**config.mk**
```make
export PLATFORM = sky130hd
export DESIGN_NAME = tmv_ram
export DESIGN_NICKNAME = d
export VERILOG_FILES = /design/src/rtl/triangular_matrix_vector_multiply_macros.svh /design/src/rtl/tmv_ram.sv
export SDC_FILE = /design/constraint.sdc
export NUM_CORES = 2
export LEC_CHECK = 0
export BUFFER_PORTS_ARGS = -buffer_cell sky130_fd_sc_hd__buf_2
export CAP_MARGIN = 20
export CORE_AREA = 3 3 419 421
export CTS_CLUSTER_DIAMETER = 50
export CTS_CLUSTER_SIZE = 16
export DETAILED_ROUTE_END_ITERATION = 8
export DIE_AREA = 0 0 422 424
export HOLD_SLACK_MARGIN = 0.1
export PLACE_DENSITY_LB_ADDON = 0.2
export SETUP_SLACK_MARGIN = 0.05
export SYNTH_ARGS = -nofsm -noshare
export SYNTH_HDL_FRONTEND = slang
export SYNTH_SLANG_ARGS = --single-unit
```
**constraint.sdc**
```tcl
create_clock -name clk_i -period 5.4 [get_ports clk_i]
set_input_delay 0.27 -clock clk_i [delete_from_list [all_inputs] [get_ports clk_i]]
set_output_delay 0.27 -clock clk_i [all_outputs]
set_load 0.005 [all_outputs]
```
**src/rtl/triangular_matrix_vector_multiply_macros.svh**
```systemverilog
// Assertion helpers for the RTL file that checks itself.
`ifndef TRIANGULAR_MATRIX_VECTOR_MULTIPLY_MACROS_SVH
`define TRIANGULAR_MATRIX_VECTOR_MULTIPLY_MACROS_SVH

// Same-cycle implication, clocked on clk_i, off while rst_ni is low.
`define TMV_ASSERT_IMP(lbl, ante, cons, msg) \
  lbl: assert property (@(posedge clk_i) disable iff (!rst_ni) (ante) |-> (cons)) \
    else $error(msg);

// Next-cycle implication, clocked on clk_i, off while rst_ni is low.
`define TMV_ASSERT_NXT(lbl, ante, cons, msg) \
  lbl: assert property (@(posedge clk_i) disable iff (!rst_ni) (ante) |=> (cons)) \
    else $error(msg);

`endif

```
**src/rtl/tmv_ram.sv**
```systemverilog
`default_nettype none

module tmv_ram #(
  parameter int unsigned WIDTH = 64,
  parameter int unsigned DEPTH = 32
) (
  input  wire logic                     clk_i,
  input  wire logic                     we_i,
  input  wire logic [$clog2(DEPTH)-1:0] waddr_i,
  input  wire logic [WIDTH-1:0]         wdata_i,
  input  wire logic [$clog2(DEPTH)-1:0] raddr_i,
  output logic      [WIDTH-1:0]         rdata_o
);

  logic [WIDTH-1:0] mem_q [DEPTH];

  always_ff @(posedge clk_i) begin
    if (we_i) begin
      mem_q[waddr_i] <= wdata_i;
    end
    rdata_o <= mem_q[raddr_i];
  end

endmodule

`default_nettype wire

```
==> results.py <==
metrics = {
    "run_status": {
        "outcome": "finished, final reports clean",
    },
    "global_routing": {
        "grt_pass1_wl_mm": 272,
        "grt_pass1_vias": 36300,
        "grt_overflow": 0,
        "antenna_found_initial": 14,
        "grt.total_usage": 0.214,
        "grt_max_degree": 92,
    },
    "die": {
        "die_area_um2": 179000,
        "initial_utilization": 0.460,
        "die_x_um": 422,
        "pin_count": 140,
        "core_um2": 172000,
        "row_count": 152,
        "die_h_um": 424,
    },
    "placed_design": {
        "gp_congestion": 0.728,
        "io_buffers": 139,
        "place_hpwl_mm": 94.1,
    },
    "route": {
        "finalWirelength_mm": 191,
        "first_iter_violations": 4284,
        "viasPerCell": 5.98,
        "vias": 35100,
        "route.detailed.drc": 0,
        "avgRoutedWirePerCell_um": 32.6,
        "ant_nets": 0,
        "firstDrtPassIters": 7,
    },
    "yosys": {
        "synthesis.area_um2": 79000,
        "synth_nets": 3173,
        "synth_cells": 3097,
        "syn_avg_cell_area_um2": 25.5,
        "yosysUniqueCellTypes": 31,
        "ys_seq_area_frac": 0.795,
        "synth-seq-cells": 2112,
        "yosysWarnings": 0,
    },
    "pwr": {
        "power_density_nw_per_um2": 366,
        "vdd_drop_max_uv": 276,
        "p_leak_nw": 27.7,
    },
    "cts": {
        "cts.sinks": 2112,
        "numCtsBuffers": 176,
        "cts_root_buffer": "clkbuf_16",
        "cts_tree": "built",
        "clock_latency_ns": 0.81,
        "cts_max_path_buffers": 3,
        "cts.clk_slew.worst_paths_ns": 0.07,
        "postCtsSetupBuffers": 0,
        "htree_levels": 4,
    },
    "timing": {
        "min_period_ns": 2.40,
        "slew_headroom": 0.244,
        "worst_pin_slew_ns": 1.13,
        "slew_viol_final": 0,
        "setup_tns_ns": 0,
        "setup_viol": 0,
        "hold_viol": 0,
        "period_share": 0.445,
        "fin_skew_ns": 0.0266,
        "fmaxAchievable_ghz": 0.416,
        "rsz0062_at_grt": "no",
        "hold-worst-slack_ns": 0.192,
    },
    "min_path": {
        "hold_start": "waddr_i[3]",
        "hold_path.class": "input pin to flop",
        "min_path_cells": 3,
    },
    "flow_run": {
        "maxCapViolCount": 0,
    },
    "worst_setup_path": {
        "required_ns": 6.07,
        "critPathKind": "input pin to flop",
        "crit_path_end_kind": "flop",
        "reg2reg_slack_ns": 3.53,
        "r2r_start": "mem_q[30][28]$_DFFE_PP_",
        "worst-path-max-fanout": 72,
        "arrival_ns": 3.08,
        "crit_start": "raddr_i[0]",
        "rr_worst_depth": 3,
        "startpoint_type": "input pin",
    },
    "cells_and_area": {
        "fin_nets": 3484,
        "syn2layout_area_growth_pct": 13.6,
        "nFillCells": 12900,
        "drive_gt1_frac": 0.338,
    },
}
## cell families after synthesis
logic type / after synthesis / synth area share
muxes: 714 / 0.187
DFF: 2112 / 0.795
buffers and inverters: 157 / 0.00944
and+or+nand+nor: 64 / 0.00379
AOI/OAI and AO/OA: 50 / 0.00466
## final cells by class
cell class | instances | area [um2] | area share
antenna | 2 | 5.00 | 0.0000558
clock buffer | 233 | 4720 | 0.0526
clock inverter | 87 | 1090 | 0.0121
inverter | 1 | 3.75 | 0.0000418
multi-input combinational | 828 | 15700 | 0.175
sequential | 2112 | 62800 | 0.700
tap | 2310 | 2890 | 0.0322
timing repair buffer | 289 | 2540 | 0.0283
## sequential cells by signal, indices dropped and copies added (netlist names)
register,flops
mem_q,2048
rdata_o,64
## final timing paths
path / to
max: rdata_o[61]$_DFF_P_
min: mem_q[29][45]$_DFFE_PP_
max reg2reg: rdata_o[28]$_DFF_P_
min reg2reg: rdata_o[34]$_DFF_P_
## cells in the final DEF, fill, tap and decap left out, drive strengths merged, types with 4 or more instances in the layout
cell type	netlist	routed
a221oi	12	12
clkinv	0	30
mux2i	38	38
dfxtp	64	64
o22ai	10	10
nor2	41	41
o21ai	9	9
clkbuf	55	233
edfxtp	2048	2048
bufinv	0	16
nand3b	5	5
mux2	74	74
and2	4	4
buf	101	225
dlygate4sd3	0	64
mux4	602	602
inv	1	29
nor2b	4	4
clkinvlp	0	13
## cell usage after synthesis
cell type     n  area share
o31a_1        3     0.00033
nor2_1       41      0.0019
and2_1        3     0.00024
a211oi_1      3     0.00029
a221oi_1     12      0.0013
nand2b_1      2     0.00016
dfxtp_1      64       0.016
mux2i_1      38      0.0048
a22oi_1       3     0.00029
nand3b_1      5     0.00048
o22ai_1      10     0.00079
a22o_1        1     0.00011
mux4_2      602        0.17
o2bb2ai_1     3     0.00033
o221ai_1      3     0.00033
nand3_1       2     0.00013
buf_2        65      0.0041
or3_1         1    0.000079
mux2_2       74       0.011
nor2b_1       4     0.00032
inv_2         1    0.000047
clkbuf_1     55      0.0026
o211ai_1      3     0.00029
edfxtp_1   2048        0.78
o21ai_0       9     0.00057
and2_0        1    0.000079
buf_6         3     0.00043
buf_4        14      0.0013
buf_1        19     0.00090
nand2_1       3     0.00014
or3b_2        2     0.00022
## per-layer routing
metal	global-route usage	vias to the layer above	routed length (um)
met1	0.298	19300	77000
met2	0.354	1355	95700
li1	-	14100	-
met5	0	-	57
met3	0.0354	334	12700
met4	0.0632	10	5630
## metrics by stage
step | total power, mW | setup slack, ns | std cells | util | area (um2)
after floorplan | 19.5 | 1.31 | 3097 | - | 79000
after global placement | 20.2 | 2.05 | 5476 | 0.485 | 83200
after detailed placement | 20.2 | 2.12 | 5476 | 0.485 | 83200
after CTS | 33.1 | 2.98 | 5860 | 0.522 | 89700
after global routing | 33.8 | 2.78 | 5861 | 0.522 | 89700
final | 32.8 | 3.00 | 5862 | 0.522 | 89700
## critical path: stages
cell and delay [ns]:
buf_8 0.66, buf_12 0.47, buf_4 0.44, mux4_2 0.57
mux2i_1 0.20, a22o_1 0.16, nor2_1 0.04
## power breakdown
part           leakage, nW  switching, mW  total, mW  internal, mW
clock network         2.79           5.90       12.9          7.05
registers             19.0         0.0945       18.3          18.2
logic                 5.94          0.865       1.58         0.719
## what timing repair did
item	CTS	global route
gates resized for setup	0	0
hold endpoints to repair	2048	0
hold buffers	64	0
Power figures use the tool's default switching activity.
