**config.mk**
```make
export PLATFORM = sky130hd
export DESIGN_NAME = tmv_fmul
export DESIGN_NICKNAME = d
export VERILOG_FILES = /design/src/rtl/triangular_matrix_vector_multiply_macros.svh /design/src/rtl/tmv_pkg.sv /design/src/rtl/tmv_fmul.sv
export SDC_FILE = /design/constraint.sdc
export NUM_CORES = 2
export LEC_CHECK = 0
export BUFFER_PORTS_ARGS = -buffer_cell sky130_fd_sc_hd__buf_2
export CAP_MARGIN = 20
export CELL_PAD_IN_SITES_DETAIL_PLACEMENT = 1
export CELL_PAD_IN_SITES_GLOBAL_PLACEMENT = 2
export CORE_MARGIN = 4
export CORE_UTILIZATION = 35
export DETAILED_ROUTE_END_ITERATION = 12
export HOLD_SLACK_MARGIN = 0.02
export PLACE_DENSITY = 0.81
export SYNTH_ARGS = -nofsm -noshare
export SYNTH_HDL_FRONTEND = slang
export SYNTH_SLANG_ARGS = --single-unit
export TNS_END_PERCENT = 1
```
**constraint.sdc**
```tcl
create_clock -name clk_i -period 12.6 [get_ports clk_i]
set_clock_uncertainty 0.2 [all_clocks]
set_input_delay 0.63 -clock clk_i [delete_from_list [all_inputs] [get_ports clk_i]]
set_output_delay 0.63 -clock clk_i [all_outputs]
set_load 0.01 [all_outputs]
```
**src/rtl/triangular_matrix_vector_multiply_macros.svh**
```systemverilog
// Assertion helpers for the RTL file that checks itself.
`ifndef TRIANGULAR_MATRIX_VECTOR_MULTIPLY_MACROS_SVH
`define TRIANGULAR_MATRIX_VECTOR_MULTIPLY_MACROS_SVH

// Same-cycle implication, clocked on clk_i, off while rst_ni is low.
`define TMV_ASSERT_IMP(lbl, ante, cons, msg) \
  lbl: assert property (@(posedge clk_i) disable iff (!rst_ni) (ante) |-> (cons)) \
    else $error(msg);

// Next-cycle implication, clocked on clk_i, off while rst_ni is low.
`define TMV_ASSERT_NXT(lbl, ante, cons, msg) \
  lbl: assert property (@(posedge clk_i) disable iff (!rst_ni) (ante) |=> (cons)) \
    else $error(msg);

`endif

```
**src/rtl/tmv_pkg.sv**
```systemverilog
`default_nettype none

package tmv_pkg;

  localparam int unsigned MAX_ORDER_DEF = 32;

  localparam int unsigned REQ_W     = 2;
  localparam int unsigned IDX_W     = 5;
  localparam int unsigned VAL_W     = 64;
  localparam int unsigned ORD_W     = 6;
  localparam int unsigned CFG_IDX_W = 2;
  localparam int unsigned S_TDATA_W = 80;
  localparam int unsigned M_TDATA_W = 72;

  localparam logic [63:0] QNAN_BIT    = 64'h0008_0000_0000_0000;
  localparam logic [63:0] DEFAULT_NAN = 64'hFFF8_0000_0000_0000;

  typedef enum logic [REQ_W-1:0] {
    REQ_MAT_WR = 2'd0,
    REQ_VEC_WR = 2'd1,
    REQ_RUN    = 2'd2
  } req_e;

  typedef enum logic [CFG_IDX_W-1:0] {
    CFG_LOWER     = 2'd0,
    CFG_TRANSPOSE = 2'd1,
    CFG_UNIT      = 2'd2,
    CFG_ORDER     = 2'd3
  } cfg_idx_e;

  typedef enum logic [3:0] {
    ST_IDLE,
    ST_RD,
    ST_MS,
    ST_MW,
    ST_AS,
    ST_AW,
    ST_NX,
    ST_WB,
    ST_ER,
    ST_EO
  } tmv_state_e;

  // Operand pair handed to a floating-point unit.
  typedef struct packed {
    logic [63:0] a;
    logic [63:0] b;
  } fp_op_t;

endpackage

`default_nettype wire

```
**src/rtl/tmv_fmul.sv**
```systemverilog
`default_nettype none

module tmv_fmul import tmv_pkg::*; (
  input  wire logic        clk_i,
  input  wire logic        rst_ni,
  input  wire logic        start_i,
  input  wire fp_op_t      op_i,
  output logic             done_o,
  output logic [63:0]      result_o
);

  // operand decode
  logic        sa, sb, a_nan, b_nan, a_inf, b_inf, a_zero, b_zero, is_spec;
  logic [10:0] ea, eb;
  logic [63:0] spec_res;

  assign sa     = op_i.a[63];
  assign sb     = op_i.b[63];
  assign ea     = op_i.a[62:52];
  assign eb     = op_i.b[62:52];
  assign a_nan  = (&ea) && (|op_i.a[51:0]);
  assign b_nan  = (&eb) && (|op_i.b[51:0]);
  assign a_inf  = (&ea) && !(|op_i.a[51:0]);
  assign b_inf  = (&eb) && !(|op_i.b[51:0]);
  assign a_zero = !(|op_i.a[62:0]);
  assign b_zero = !(|op_i.b[62:0]);

  always_comb begin
    is_spec  = 1'b1;
    spec_res = '0;
    priority if (a_nan) begin
      spec_res = op_i.a | QNAN_BIT;
    end else if (b_nan) begin
      spec_res = op_i.b | QNAN_BIT;
    end else if ((a_inf && b_zero) || (a_zero && b_inf)) begin
      spec_res = DEFAULT_NAN;
    end else if (a_inf || b_inf) begin
      spec_res = {sa ^ sb, 11'h7FF, 52'b0};
    end else if (a_zero || b_zero) begin
      spec_res = {sa ^ sb, 63'b0};
    end else begin
      is_spec = 1'b0;
    end
  end

  logic [52:0]  ma_q, mb_q;
  logic [10:0]  ea_q, eb_q;
  logic         sign_q;
  logic [1:0]   cnt_q;
  logic         mact_q, ppv_q, ppl_q;
  logic [53:0]  pp_q;
  logic [1:0]   ppsh_q;
  logic [105:0] acc_q;
  logic         v1_q, v2_q, v3_q, done_q;
  logic [13:0]  sh2_q;
  logic [10:0]  ef2_q, ef3_q;
  logic         ovf2_q, ovf3_q, st3_q;
  logic [105:0] pn_q;
  logic [63:0]  res_q;

  // partial products of a 53 x 53 significand multiply, one per cycle
  logic [26:0] pa, pb;
  logic [53:0] pp_d;
  logic [105:0] pp_sh;

  assign pa   = cnt_q[0] ? {1'b0, ma_q[52:27]} : ma_q[26:0];
  assign pb   = cnt_q[1] ? {1'b0, mb_q[52:27]} : mb_q[26:0];
  assign pp_d = pa * pb;

  always_comb begin
    unique case (ppsh_q)
      2'd0:    pp_sh = {52'b0, pp_q};
      2'd1:    pp_sh = {25'b0, pp_q, 27'b0};
      default: pp_sh = {pp_q[51:0], 54'b0};
    endcase
  end

  // leading one, exponent and alignment shift
  logic [6:0]  lead;
  logic [13:0] ee, e_res, sh_d;
  logic        normal, ovf;

  always_comb begin
    lead = '0;
    for (int k = 0; k < 106; k++) begin
      if (acc_q[k]) begin
        lead = 7'(k);
      end
    end
    ee     = 14'(ea_q) + 14'(eb_q);
    e_res  = 14'(lead) + ee - 14'd1127;
    normal = !e_res[13] && (e_res != 14'd0);
    ovf    = !e_res[13] && (e_res >= 14'd2047);
    sh_d   = normal ? (14'd105 - 14'(lead)) : (ee - 14'd1023);
  end

  // alignment
  logic [13:0]  neg_sh;
  logic [6:0]   rs;
  logic [233:0] wide;
  logic [105:0] pn_d;
  logic         st_d;

  always_comb begin
    neg_sh = 14'd0 - sh2_q;
    rs     = (neg_sh > 14'd127) ? 7'd127 : neg_sh[6:0];
    wide   = {acc_q, 128'b0} >> rs;
    if (!sh2_q[13]) begin
      pn_d = acc_q << sh2_q[6:0];
      st_d = 1'b0;
    end else begin
      pn_d = wide[233:128];
      st_d = |wide[127:0];
    end
  end

  // round to nearest even; carry runs into the exponent field
  logic        g, st, inc;
  logic [62:0] mag;

  always_comb begin
    g   = pn_q[52];
    st  = st3_q || (|pn_q[51:0]);
    inc = g && (st || pn_q[53]);
    mag = {ef3_q, 52'b0} + {10'b0, pn_q[105:53]} + 63'(inc);
    if (ovf3_q) begin
      mag = {11'h7FF, 52'b0};
    end
  end

  always_ff @(posedge clk_i or negedge rst_ni) begin
    if (!rst_ni) begin
      mact_q <= 1'b0;
      ppv_q  <= 1'b0;
      v1_q   <= 1'b0;
      v2_q   <= 1'b0;
      v3_q   <= 1'b0;
      done_q <= 1'b0;
      cnt_q  <= '0;
    end else begin
      done_q <= 1'b0;
      ppv_q  <= mact_q;
      v1_q   <= ppv_q && ppl_q;
      v2_q   <= v1_q;
      v3_q   <= v2_q;
      if (start_i) begin
        mact_q <= !is_spec;
        cnt_q  <= '0;
        done_q <= is_spec;
      end else if (mact_q) begin
        cnt_q <= cnt_q + 2'd1;
        if (cnt_q == 2'd3) begin
          mact_q <= 1'b0;
        end
      end
      if (v3_q) begin
        done_q <= 1'b1;
      end
    end
  end

  always_ff @(posedge clk_i) begin
    if (start_i) begin
      ma_q   <= {|ea, op_i.a[51:0]};
      mb_q   <= {|eb, op_i.b[51:0]};
      ea_q   <= (ea == 11'd0) ? 11'd1 : ea;
      eb_q   <= (eb == 11'd0) ? 11'd1 : eb;
      sign_q <= sa ^ sb;
      acc_q  <= '0;
      res_q  <= spec_res;
    end else if (ppv_q) begin
      acc_q <= acc_q + pp_sh;
    end
    pp_q   <= pp_d;
    ppsh_q <= {1'b0, cnt_q[0]} + {1'b0, cnt_q[1]};
    ppl_q  <= (cnt_q == 2'd3);
    if (v1_q) begin
      sh2_q  <= sh_d;
      ef2_q  <= normal ? 11'(e_res - 14'd1) : 11'd0;
      ovf2_q <= ovf;
    end
    if (v2_q) begin
      pn_q   <= pn_d;
      st3_q  <= st_d;
      ef3_q  <= ef2_q;
      ovf3_q <= ovf2_q;
    end
    if (v3_q) begin
      res_q <= {sign_q, mag};
    end
  end

  assign done_o   = done_q;
  assign result_o = res_q;

endmodule

`default_nettype wire

```
==> metrics.txt <==
status complete, no violations; Root Buffer clkbuf_16; RR Endpoint pp_q[49]; RR Startpoint cnt_q[0]; worst path required time 13050 ps; GR Overflow Total 0; DP HPWL 270.7 mm; H-tree depth 3; vias in the first global route 67740; clk_lat worst skew 730 ps; Iteration-0 DRC Markers 8003; DIE AREA 201900 um2; initial antenna violation count 34; final hold vios 0; worst-path fanout max 29; layout cell share with drive strength beyond 1 9.157%; Worst-Margin Slew 1225 ps; HP Class in -> reg; clock net sink count 507; Async S/R FF share, synth 1.578%; worst r2r path cells 26; CTS tree done; Routed Wire Length 346.7 mm; Tcrit/Tclk final 79.89%; RSZ-0062 raised after global routing no; CP Capture Type flop; CP Launch Type flop; Post-synth EDFFs 337; Total Neg Setup Slack 0 ps; Rel. slew slack 17.50%; first-pass GRT wire length 496.3 mm; core area 193200 um2; # port buffers 195; Clock Path Buffers 3; FMAX 99.34 MHz; warnings from Yosys 0; Area Overhead vs Synth 9.622%; fin crit period 10070 ps; Yosys reg bits 507; largest net degree at the start of global routing 130; Die X 449.4 um; initial core utilization 35.30%; Syn Inst Count 8128; CTS clk-pin slew, worst paths 70 ps; hold-fix buffer count after cts 118; Worst Path Arrival 10520 ps; post-CTS resize count 0; DR pass1 iterations 9; timing endpoint of the critical path pp_q[49]; Mapped Area 68190 um2; gr usage total 33.24%; row count 161; Die Ht 449.4 um; DRC errors left 0; sequential-to-total area share from yosys stat 19.89%; Via density 6.302; main flop type after synthesis edfxtp_1; Final nets 9147; GP Congestion 1.035; vias after detailed routing 67060; number of max-cap violations 0; distinct cell type count after synthesis 102; Antenna Nets Post-Route 0; Post CTS Setup Buffer Count 0; Worst Setup SP cnt_q[0]; setup-violating endpoint count in the final report 0; syn_area_per_cell 8.389 um2; r2r setup slk 2530 ps; Synth Net Count 9224; DR WL/cell 32.58 um; Max Slew Vio Count 0; Num CTS Buffers 66; WS Path Type reg -> reg; I/O pins 196
[critical path: stages (launching register included)]
cell and delay (ps):
dfrtp_2 870, buf_4 510, mux2_2 670, nand2_1 170, fa_1 560, inv_1 60
fa_1 520, fa_1 550, inv_1 60, fa_1 500, fa_1 550, inv_1 50
fa_1 510, fa_1 430, ha_1 340, a2111oi_0 730, o31ai_1 180, a221o_1 420
o211ai_1 270, a21oi_1 230, a21oi_1 280, nor2_1 130, a21oi_1 210, a21oi_1 150
a41o_1 280, o41ai_1 350, xnor2_1 160
[flip-flops by register name (all words and copies together), names as in the netlist]
register / cells
v3_q: 1
sign_q: 1
mact_q: 1
ppsh_q: 1
done_o: 1
st3_q: 1
ef2_q: 11
mb_q: 53
eb_q: 11
cnt_q: 2
pp_q: 54
acc_q: 106
ovf2_q: 1
v2_q: 1
result_o: 64
sh2_q: 13
ppv_q: 1
ma_q: 53
ovf3_q: 1
ea_q: 11
ef3_q: 11
v1_q: 1
ppl_q: 1
pn_q: 106
[cells by family after synthesis]
logic type	Yosys count	share of synthesized area [%]
fa+ha+maj	967	24.64
xor+xnor	243	3.121
buf+inv	1378	7.711
flops	507	19.89
mux	493	9.092
compound gates	1805	18.05
simple gates	2735	17.49
[through the flow]
stage	instances	cell area, um2	setup slack, ps	util, %	hold slack, ps
after global routing	10640	74730	1992	38.68	25.57
after CTS	10630	74670	2534	38.65	20.24
final	10640	74750	2534	38.69	51.26
after floorplan	8128	68190	3977	-	134.4
after global placement	10390	71310	2795	36.91	206.6
after detailed placement	10390	71330	2556	36.92	205.6
[worst min-delay path by stage]
stage,depth (start not counted),endpoint,from,slack [ps]
floorplan,0,cnt_q[0],rst_ni,130
global placement,0,ef3_q[9],ef2_q[9],210
detailed placement,0,ef3_q[3],ef2_q[3],210
CTS,1,ma_q[10],op_i[74],20
global route,1,ma_q[11],op_i[75],30
finish,2,ea_q[0],op_i[116],50
[cells in the mapped netlist (74+ instances only)]
| cell | number | share of area, % |
|---|---|---|
| a21o_1 | 95 | 1.0 |
| a21oi_1 | 363 | 2.7 |
| a22oi_1 | 74 | 0.81 |
| and2_1 | 93 | 0.85 |
| buf_1 | 98 | 0.54 |
| clkbuf_1 | 483 | 2.7 |
| dfxtp_1 | 162 | 4.8 |
| edfxtp_1 | 337 | 15 |
| fa_1 | 627 | 18 |
| ha_1 | 338 | 6.2 |
| inv_1 | 756 | 4.2 |
| mux2_2 | 87 | 1.4 |
| mux2i_1 | 313 | 4.6 |
| mux4_2 | 92 | 3.0 |
| nand2_1 | 1246 | 6.9 |
| nand3_1 | 179 | 1.3 |
| nor2_1 | 758 | 4.2 |
| nor3_1 | 89 | 0.65 |
| nor4_1 | 78 | 0.72 |
| o211ai_1 | 123 | 1.4 |
| o21ai_0 | 361 | 2.6 |
| o221ai_1 | 85 | 1.1 |
| o22ai_1 | 135 | 1.2 |
| xnor2_1 | 147 | 1.9 |
| xor2_1 | 96 | 1.2 |
[cell usage in the layout, fill, tap and decap left out, types with 135 or more instances in the layout]
master / count
edfxtp_1: 337
nand2_1: 1244
buf_2: 196
dfxtp_1: 160
buf_4: 153
xnor2_1: 146
nor2_1: 755
o21ai_0: 360
inv_1: 753
a21oi_1: 363
ha_1: 338
mux2i_1: 304
o22ai_1: 135
nand3_1: 179
fa_1: 627
[metal layers]
metal | global-route usage, % | share of wire (%)
met5 | 0.2841 | 0.056
met4 | 19.14 | 7.4
met3 | 7.545 | 9.4
met2 | 50.71 | 43
met1 | 43.26 | 40
[area by class of cell]
cell class / instances / area, um2
Sequential cell: 507 / 13580
Fill cell: 22750 / 118400
Multi-Input combinational cell: 6243 / 49530
Tap cell: 2526 / 3161
Clock inverter: 37 / 395.4
Clock buffer: 83 / 1765
Inverter: 760 / 2855
Timing Repair Buffer: 473 / 3428
Antenna cell: 13 / 32.53
Power is not shown: default switching activity piles up to over one toggle a cycle in this logic, so the estimate is an artifact.
